File: src/design/srom_pkg.sv
`default_nettype none
package srom_pkg;

  // Geometry of the serial transfer
  localparam int unsigned ADDR_BITS = 6;
  localparam int unsigned OPC_LEN   = 3;
  localparam int unsigned DATA_LEN  = 16;
  localparam int unsigned CNT_W     = 5;
  localparam int unsigned MAC_W     = 48;

  // Bit counter marks: end of opcode, end of address, end of the whole sequence
  localparam logic [CNT_W-1:0] OPC_END  = CNT_W'(OPC_LEN);
  localparam logic [CNT_W-1:0] ADDR_END = CNT_W'(OPC_LEN + ADDR_BITS);
  localparam logic [CNT_W-1:0] SEQ_END  = CNT_W'(OPC_LEN + ADDR_BITS + DATA_LEN);

  // ROM layout
  localparam logic [OPC_LEN-1:0]   READ_OPCODE        = 3'd6;
  localparam logic [ADDR_BITS-1:0] VERSION_WORD_INDEX = 6'd9;
  localparam logic [ADDR_BITS-1:0] MAC_WORD0_INDEX    = 6'd10;
  localparam logic [ADDR_BITS-1:0] MAC_WORD1_INDEX    = 6'd11;
  localparam logic [ADDR_BITS-1:0] MAC_WORD2_INDEX    = 6'd12;
  localparam logic [DATA_LEN-1:0]  VERSION_WORD       = 16'h0101;

  // One write of the pin register
  typedef struct packed {
    logic chip_select;
    logic serial_clock;
    logic serial_in;
  } pin_t;

  // ROM contents; the station address words win over the version word
  function automatic logic [DATA_LEN-1:0] rom_word(input logic [ADDR_BITS-1:0] addr,
                                                   input logic [MAC_W-1:0]     mac);
    logic [DATA_LEN-1:0] word;
    word = '0;
    if (addr == MAC_WORD0_INDEX) begin
      word = mac[15:0];
    end else if (addr == MAC_WORD1_INDEX) begin
      word = mac[31:16];
    end else if (addr == MAC_WORD2_INDEX) begin
      word = mac[47:32];
    end else if (addr == VERSION_WORD_INDEX) begin
      word = VERSION_WORD;
    end
    return word;
  endfunction

endpackage
`default_nettype wire

File: src/design/srom_if.sv
`default_nettype none
// Pin register writes toward the ROM
interface srom_pin_if;
  logic valid;
  logic ready;
  logic chip_select;
  logic serial_clock;
  logic serial_in;

  modport source (output valid, output chip_select, output serial_clock, output serial_in,
                  input ready);
  modport sink   (input valid, input chip_select, input serial_clock, input serial_in,
                  output ready);
endinterface

// Data-out bit seen after each write
interface srom_out_if;
  logic valid;
  logic ready;
  logic serial_out;

  modport source (output valid, output serial_out, input ready);
  modport sink   (input valid, input serial_out, output ready);
endinterface
`default_nettype wire

File: src/design/srom_step.sv
`default_nettype none
module srom_step (
  input  wire logic                         clk_i,
  input  wire logic                         rst_ni,
  input  wire logic                         fire_i,
  input  wire srom_pkg::pin_t               pin_i,
  input  wire logic [srom_pkg::MAC_W-1:0]   mac_i,
  output logic                              serial_out_o
);

  logic                                prev_sel_q, prev_sel_d;
  logic [srom_pkg::CNT_W-1:0]          cnt_q, cnt_d, cnt0, cnt_inc;
  logic [srom_pkg::OPC_LEN-1:0]        opc_q, opc_d, opc0;
  logic                                started_q, started_d, started0;
  logic [srom_pkg::ADDR_BITS-1:0]      addr_q, addr_d, addr0;
  logic                                out_q, out_d;
  logic                                restart;
  logic                                move;
  logic [srom_pkg::CNT_W-1:0]          pos_full;
  logic [3:0]                          pos;
  logic [srom_pkg::DATA_LEN-1:0]       word;
  logic [srom_pkg::DATA_LEN-1:0]       word_sh;

  // Rising select clears the sequence before the bit is handled
  assign restart  = pin_i.chip_select && !prev_sel_q;
  assign cnt0     = restart ? '0 : cnt_q;
  assign opc0     = restart ? '0 : opc_q;
  assign started0 = restart ? 1'b0 : started_q;
  assign addr0    = restart ? '0 : addr_q;

  // Skip leading zeros before the opcode
  assign move     = pin_i.serial_clock && (pin_i.serial_in || started0);
  assign cnt_inc  = cnt0 + 1'b1;

  // Data phase: pick the bit of the addressed word, MSB first
  assign pos_full = cnt0 - srom_pkg::ADDR_END;
  assign pos      = pos_full[3:0];
  assign word     = srom_pkg::rom_word(addr_q, mac_i);
  assign word_sh  = word << pos;

  // Next state of one bit
  always_comb begin
    prev_sel_d = pin_i.chip_select;
    cnt_d      = cnt0;
    opc_d      = opc0;
    started_d  = started0;
    addr_d     = addr0;
    out_d      = out_q;
    if (move) begin
      if (cnt0 < srom_pkg::OPC_END) begin
        started_d = 1'b1;
        opc_d     = {opc0[srom_pkg::OPC_LEN-2:0], pin_i.serial_in};
      end else begin
        out_d = 1'b0;
        if (opc0 == srom_pkg::READ_OPCODE) begin
          if (cnt0 < srom_pkg::ADDR_END) begin
            out_d  = (cnt0 != srom_pkg::ADDR_END - 1'b1);
            addr_d = {addr0[srom_pkg::ADDR_BITS-2:0], pin_i.serial_in};
          end else begin
            out_d = word_sh[srom_pkg::DATA_LEN-1];
          end
        end
      end
      cnt_d = cnt_inc;
      // End of the sequence: start over, keep data-out
      if (cnt_inc >= srom_pkg::SEQ_END) begin
        cnt_d     = '0;
        opc_d     = '0;
        started_d = 1'b0;
        addr_d    = '0;
      end
    end
  end

  // Advance state on each transfer
  always_ff @(posedge clk_i or negedge rst_ni) begin
    if (!rst_ni) begin
      prev_sel_q <= 1'b0;
      cnt_q      <= '0;
      opc_q      <= '0;
      started_q  <= 1'b0;
      addr_q     <= '0;
      out_q      <= 1'b0;
    end else if (fire_i) begin
      prev_sel_q <= prev_sel_d;
      cnt_q      <= cnt_d;
      opc_q      <= opc_d;
      started_q  <= started_d;
      addr_q     <= addr_d;
      out_q      <= out_d;
    end
  end

  assign serial_out_o = out_d;

endmodule
`default_nettype wire

File: src/design/serial_eeprom_read_responder_core.sv
// Serial ROM read responder.
// pin_i takes one write of the ROM pin register per transfer (chip_select,
// serial_clock, serial_in); dout_o returns exactly one serial_out bit per
// write, in order: the data-out level the ROM drives after that write.
// cfg_we_i/cfg_wdata_i load the 48-bit station address; write it only while
// no write is in flight.
// A write accepted into the input register passes on to the result register
// when the result stage frees up.
// Throughput: one write per cycle while dout_o.ready is high; the single-bit
// step between the input register and the result register sets that figure.
// Stall: when the receiver holds dout_o.ready low, the result register keeps
// its bit and one more write waits in the input register; pin_i.ready drops
// only while both are full and the result is not taken.
// Reset clears the sequencer state, the data-out bit and the station address
// to zero and empties both registers; there is no clearing pass.
`default_nettype none
module serial_eeprom_read_responder_core (
  input  wire logic                        clk_i,
  input  wire logic                        rst_ni,
  srom_pin_if.sink                         pin_i,
  srom_out_if.source                       dout_o,
  input  wire logic                        cfg_we_i,
  input  wire logic [srom_pkg::MAC_W-1:0]  cfg_wdata_i
);

  logic                        in_vld_q;
  srom_pkg::pin_t              in_q;
  logic                        res_vld_q;
  logic                        res_q;
  logic                        res_free;
  logic                        advance;
  logic                        step_out;
  logic [srom_pkg::MAC_W-1:0]  mac_q;

  // Station address register
  always_ff @(posedge clk_i or negedge rst_ni) begin
    if (!rst_ni) begin
      mac_q <= '0;
    end else if (cfg_we_i) begin
      mac_q <= cfg_wdata_i;
    end
  end

  // Handshake: move the input stage forward when the result stage frees up
  assign res_free    = !res_vld_q || dout_o.ready;
  assign advance     = in_vld_q && res_free;
  assign pin_i.ready = !in_vld_q || res_free;

  // Input register
  always_ff @(posedge clk_i or negedge rst_ni) begin
    if (!rst_ni) begin
      in_vld_q <= 1'b0;
    end else if (pin_i.ready) begin
      in_vld_q <= pin_i.valid;
    end
  end

  always_ff @(posedge clk_i) begin
    if (pin_i.ready && pin_i.valid) begin
      in_q <= '{chip_select:  pin_i.chip_select,
                serial_clock: pin_i.serial_clock,
                serial_in:    pin_i.serial_in};
    end
  end

  // Sequencer for one bit
  srom_step u_step (
    .clk_i        (clk_i),
    .rst_ni       (rst_ni),
    .fire_i       (advance),
    .pin_i        (in_q),
    .mac_i        (mac_q),
    .serial_out_o (step_out)
  );

  // Result register
  always_ff @(posedge clk_i or negedge rst_ni) begin
    if (!rst_ni) begin
      res_vld_q <= 1'b0;
    end else if (res_free) begin
      res_vld_q <= in_vld_q;
    end
  end

  always_ff @(posedge clk_i) begin
    if (advance) begin
      res_q <= step_out;
    end
  end

  assign dout_o.valid      = res_vld_q;
  assign dout_o.serial_out = res_q;

endmodule
`default_nettype wire

File: src/flat_wrapper.sv
// flat-port wrapper written by rule: the top's interface ports become plain ports
module serial_eeprom_read_responder_core_flat 
  (clk_i, rst_ni, cfg_we_i, cfg_wdata_i, pin_i_valid, pin_i_chip_select, pin_i_serial_clock, pin_i_serial_in, pin_i_ready, dout_o_valid, dout_o_serial_out, dout_o_ready);
  srom_pin_if pin_i_i ();
  srom_out_if dout_o_i ();
  input  wire logic clk_i;
  input  wire logic rst_ni;
  input  wire logic cfg_we_i;
  input  wire logic [srom_pkg::MAC_W-1:0] cfg_wdata_i;
  input wire logic [$bits(pin_i_i.valid)-1:0] pin_i_valid;
  input wire logic [$bits(pin_i_i.chip_select)-1:0] pin_i_chip_select;
  input wire logic [$bits(pin_i_i.serial_clock)-1:0] pin_i_serial_clock;
  input wire logic [$bits(pin_i_i.serial_in)-1:0] pin_i_serial_in;
  output wire logic [$bits(pin_i_i.ready)-1:0] pin_i_ready;
  output wire logic [$bits(dout_o_i.valid)-1:0] dout_o_valid;
  output wire logic [$bits(dout_o_i.serial_out)-1:0] dout_o_serial_out;
  input wire logic [$bits(dout_o_i.ready)-1:0] dout_o_ready;
  assign pin_i_i.valid = pin_i_valid;
  assign pin_i_i.chip_select = pin_i_chip_select;
  assign pin_i_i.serial_clock = pin_i_serial_clock;
  assign pin_i_i.serial_in = pin_i_serial_in;
  assign pin_i_ready = pin_i_i.ready;
  assign dout_o_valid = dout_o_i.valid;
  assign dout_o_serial_out = dout_o_i.serial_out;
  assign dout_o_i.ready = dout_o_ready;
  serial_eeprom_read_responder_core u_core (.clk_i(clk_i), .rst_ni(rst_ni), .pin_i(pin_i_i), .dout_o(dout_o_i), .cfg_we_i(cfg_we_i), .cfg_wdata_i(cfg_wdata_i));
endmodule
File: config.mk
export PLATFORM = sky130hd
export DESIGN_NAME = serial_eeprom_read_responder_core_flat
export DESIGN_NICKNAME = d
export VERILOG_FILES = /design/src/design/srom_pkg.sv /design/src/design/srom_if.sv /design/src/design/srom_step.sv /design/src/design/serial_eeprom_read_responder_core.sv /design/src/flat_wrapper.sv
export SDC_FILE = /design/constraint.sdc
export NUM_CORES = 1
export LEC_CHECK = 0
export ABC_AREA = 1
export BUFFER_PORTS_ARGS = -buffer_cell sky130_fd_sc_hd__clkbuf_2
export CORE_ASPECT_RATIO = 0.8
export CORE_MARGIN = 3
export CORE_UTILIZATION = 46
export CTS_BUF_LIST = sky130_fd_sc_hd__clkbuf_8
export DETAILED_ROUTE_END_ITERATION = 12
export GPL_TIMING_DRIVEN = 1
export PLACE_DENSITY = 0.69
export SLEW_MARGIN = 0
export SYNTH_ARGS = -nofsm -noshare
export SYNTH_HDL_FRONTEND = slang
export SYNTH_SLANG_ARGS = --single-unit
File: constraint.sdc
create_clock -name clk_i -period 2.1 [get_ports clk_i]
set_input_delay 0.42 -clock clk_i [delete_from_list [all_inputs] [get_ports clk_i]]
set_output_delay 0.42 -clock clk_i [all_outputs]
set_load 0.05 [all_outputs]
==> run_results.csv <==
group,metric,value,unit
run_status,run_status,"finished, final reports clean",
route,num_vias,3161,
route,final_antenna_net_count,0,
place,dp_cells,583,
logic_synthesis,synth-main-ff-cell,"dfrtp_1",
cells_and_area,final_common_cell,"nand2_1",
route,drtPass1Iterations,5,
logic_synthesis,synth_edf_count,4,
sta,fin_skew,0.004265,ns
sta,finalHoldViolations,0,
place,placedInstanceArea,4294,sq um
cells_and_area,final_core_util,0.6031,
clock_tree,clk_pin_slew,0.07,ns
cells_and_area,layout.cells.non_filler,604,
logic_synthesis,postSynthAreaPerCell,9.058,sq um
worst_setup_path,crit_fanout,7,
route,drc_errors,0,
cells_and_area,final.fill_count,696,
global_routing,grt_overflow,0,
power,p_seq_frac,0.343,
worst_setup_path,worstPathRequired,2.21,ns
cells_and_area,drive_above_1_share,0.3627,
die,die_w,107.4,um
power,p_sw,1798,uW
logic_synthesis,ys_seq_area_frac,0.4746,
logic_synthesis,synth-async-reset-ratio,0.9437,
route,drt-total-wl,8.819,mm
die,initial_core_util,0.4912,
logic_synthesis,syn-cell-area,3786,sq um
logic_synthesis,synth_area_leaders,"dfrtp_1 (44%), mux2_2 (9.2%), nand2_1 (9.0%)",
global_routing,grtUsageTotal,0.1974,
sta,finalCriticalPeriod,1.996,ns
logic_synthesis,synth_top_cell_by_area,"dfrtp_1",
place,io_buffers,58,
global_routing,grt_max_degree,66,
logic_synthesis,synth_fp_nets,476,
clock_tree,cts.sinks,71,
power,leakage,0.002196,uW
global_routing,antenna_found_initial,0,
clock_tree,clock_path_buffers,2,
cells_and_area,final_cell_mix,"nand2_1 (91), dfrtp_1 (67), clkbuf_2 (58), inv_1 (42), nand3_1 (35)",
cells_and_area,regArea,1797,sq um
power,vdd_drop_max,0.6160,mV
logic_synthesis,syn_inst,418,
cells_and_area,multi_input_area,1793,sq um
clock_tree,clock-root-buffer,"clkbuf_8",
logic_synthesis,netlist.area_leader.share,0.4428,
logic_synthesis,synth_warnings,0,
cells_and_area,antenna_cells,0,
die,die-area,9362,sq um
worst_setup_path,criticalPathCategory,"reg -> reg",
die,ios,59,
route,post_drt_wl_per_cell,14.60,um
place,place_congestion,0.9244,
place,hpwl,6.212,mm
worst_hold_path,hp-class,"in -> async",
logic_synthesis,synth_cell_types,39,
power,combPwrFrac,0.416,
clock_tree,htree_levels,3,
clock_tree,cts_made_buffers,9,
power,power.density,1050,nW/um^2
sta,fmax,0.5009,GHz
power,finalPower,4880,uW
power,p_int,3082,uW
worst_setup_path,arrival,2.10,ns
sta,slew_viol_final,0,
flow_run,drv_cap,0,
global_routing,grt_pass1_vias,2993,
sta,fin_ws,0.1035,ns
cells_and_area,fin_nets,553,
sta,slew_headroom,0.6460,
sta,setup_viol,0,
sta,tightest_slew,0.5310,ns
clock_tree,cts_tree,"done",
die,fp-row-count,28,
route,drt_iter0_markers,148,
worst_setup_path,end_kind,"flip-flop",
place,place_ws,-0.09914,ns
power,p_clk_frac,0.241,
power,netSwitchingFraction,0.3684,
die,core,7707,sq um
cells_and_area,postLayoutCellArea,4648,sq um
logic_synthesis,ys_ff_latch,71,
sta,final.period_utilization,0.9507,
route,viasPerCell,5.233,
global_routing,grt_pass1_wl,14.46,mm
worst_setup_path,worst_setup_path_start_kind,"flip-flop",
sta,rsz0062_at_grt,"yes",
clock_tree,insertion_delay,0.35,ns
die,die_h,87.15,um
cells_and_area,synthToLayoutAreaGrowth,22.77,%
==> synth_stat cells, types with 2 or more instances <==
cell type  count
o21ai_0       24
nor2_1        19
edfxtp_1       4
nand2_1       91
o22ai_2        6
mux2_2        31
inv_1         42
o21ai_2        7
a22o_1         2
dfrtp_1       67
ha_1           2
clkbuf_1       9
xor2_1         2
o21ai_1        6
a22oi_1        4
buf_4          3
buf_2          3
nand3_1       39
o211ai_1       3
nand2_4        5
inv_2          9
a21oi_1       15
nor2_2         7
nand3_2        3
==> cells by family (layout without fill, tap and decap cells) <==
| kind of cell | count (synthesis) | after routing | synth area share |
|---|---|---|---|
| fa+ha+maj | 2 | 2 | 0.006608 |
| buf+inv | 68 | 148 | 0.07567 |
| xor+xnor | 5 | 5 | 0.01554 |
| compound gates | 71 | 71 | 0.1243 |
| mux | 31 | 31 | 0.09220 |
| flops | 71 | 71 | 0.4746 |
| simple gates | 170 | 171 | 0.2112 |
==> per-stage QoR <==
| stage | hold slack [ns] | setup TNS [ns] |
|---|---|---|
| final | 0.03297 | 0 |
| after global routing | 0.05042 | -0.05309 |
| after CTS | 0.03959 | 0 |
| after detailed placement | 0.4240 | -0.2238 |
| after global placement | 0.4166 | 0 |
| after floorplan | 0.1244 | 0 |
==> sequential cells by signal (all words and copies together), names as in the netlist <==
signal                    flops
u_core.mac_q                 48
u_core.u_step.addr_q          6
u_core.in_q                   3
u_core.u_step.prev_sel_q      1
u_core.dout_o.valid           1
u_core.u_step.out_q           1
u_core.u_step.started_q       1
u_core.u_step.cnt_q           5
u_core.dout_o.serial_out      1
u_core.in_vld_q               1
u_core.u_step.opc_q           3
==> final timing paths <==
| check | startpoint | to | slack (ns) | cells after the start |
|---|---|---|---|---|
| max in group asynchronous | rst_ni | u_core.u_step.cnt_q[0] | 1.42 | 2 |
| setup / recovery | u_core.in_q[2] | u_core.dout_o.serial_out | 0.10 | 13 |
| setup reg to reg | u_core.in_q[2] | u_core.dout_o.serial_out | 0.10 | 13 |
| min in group clk_i | pin_i_serial_in | u_core.in_q[0] | 0.24 | 1 |
| hold / removal | rst_ni | u_core.mac_q[28] | 0.03 | 1 |
| hold reg to reg | u_core.u_step.out_q | u_core.u_step.out_q | 0.50 | 2 |
==> layout make-up <==
type,instances,area share
Inverter,52,0.04307
Clock buffer,10,0.02961
Multi-Input combinational cell,280,0.3857
Timing Repair Buffer,81,0.1109
Tap cell,105,0.02826
Sequential cell,71,0.3865
Clock inverter,5,0.01588
==> power by group through the flow <==
stage	clock network, uW	registers [uW]	logic [uW]
finish	1180	1670	2030
global route	1280	1690	2230
floorplan	0	1700	1260
CTS	1210	1670	1780
global placement	0	1690	1680
detailed placement	0	1700	1710
==> per-layer routing <==
metal | GRT usage | wire length [um]
met1 | 0.2745 | 4146
met2 | 0.3049 | 4013
met3 | 0.05263 | 537
met4 | 0.05963 | 121
met5 | 0 | 0
==> critical path: stages, from the launching register on <==
cell and delay [ns]:
edfxtp_1 0.43, nand2_4 0.15, inv_6 0.04, nor2_4 0.09, inv_2 0.07, ha_4 0.32, buf_6 0.14, o211ai_1 0.09
nand2_1 0.08, a21oi_1 0.06, nand2_1 0.08, nand3_2 0.07, nand3_2 0.07, nand2_1 0.06
==> repair_timing <==
| item | 4_1_cts | 5_1_grt |
|---|---|---|
| setup buffers | 0 | 5 |
| endpoints found under the setup margin | 9 | 11 |
| gates resized for setup | 2 | 18 |
| hold buffers | 0 | 0 |
| gates cloned | 0 | 1 |
| pin swaps | 0 | 14 |
Note: power is estimated with default switching activity, not from simulation.
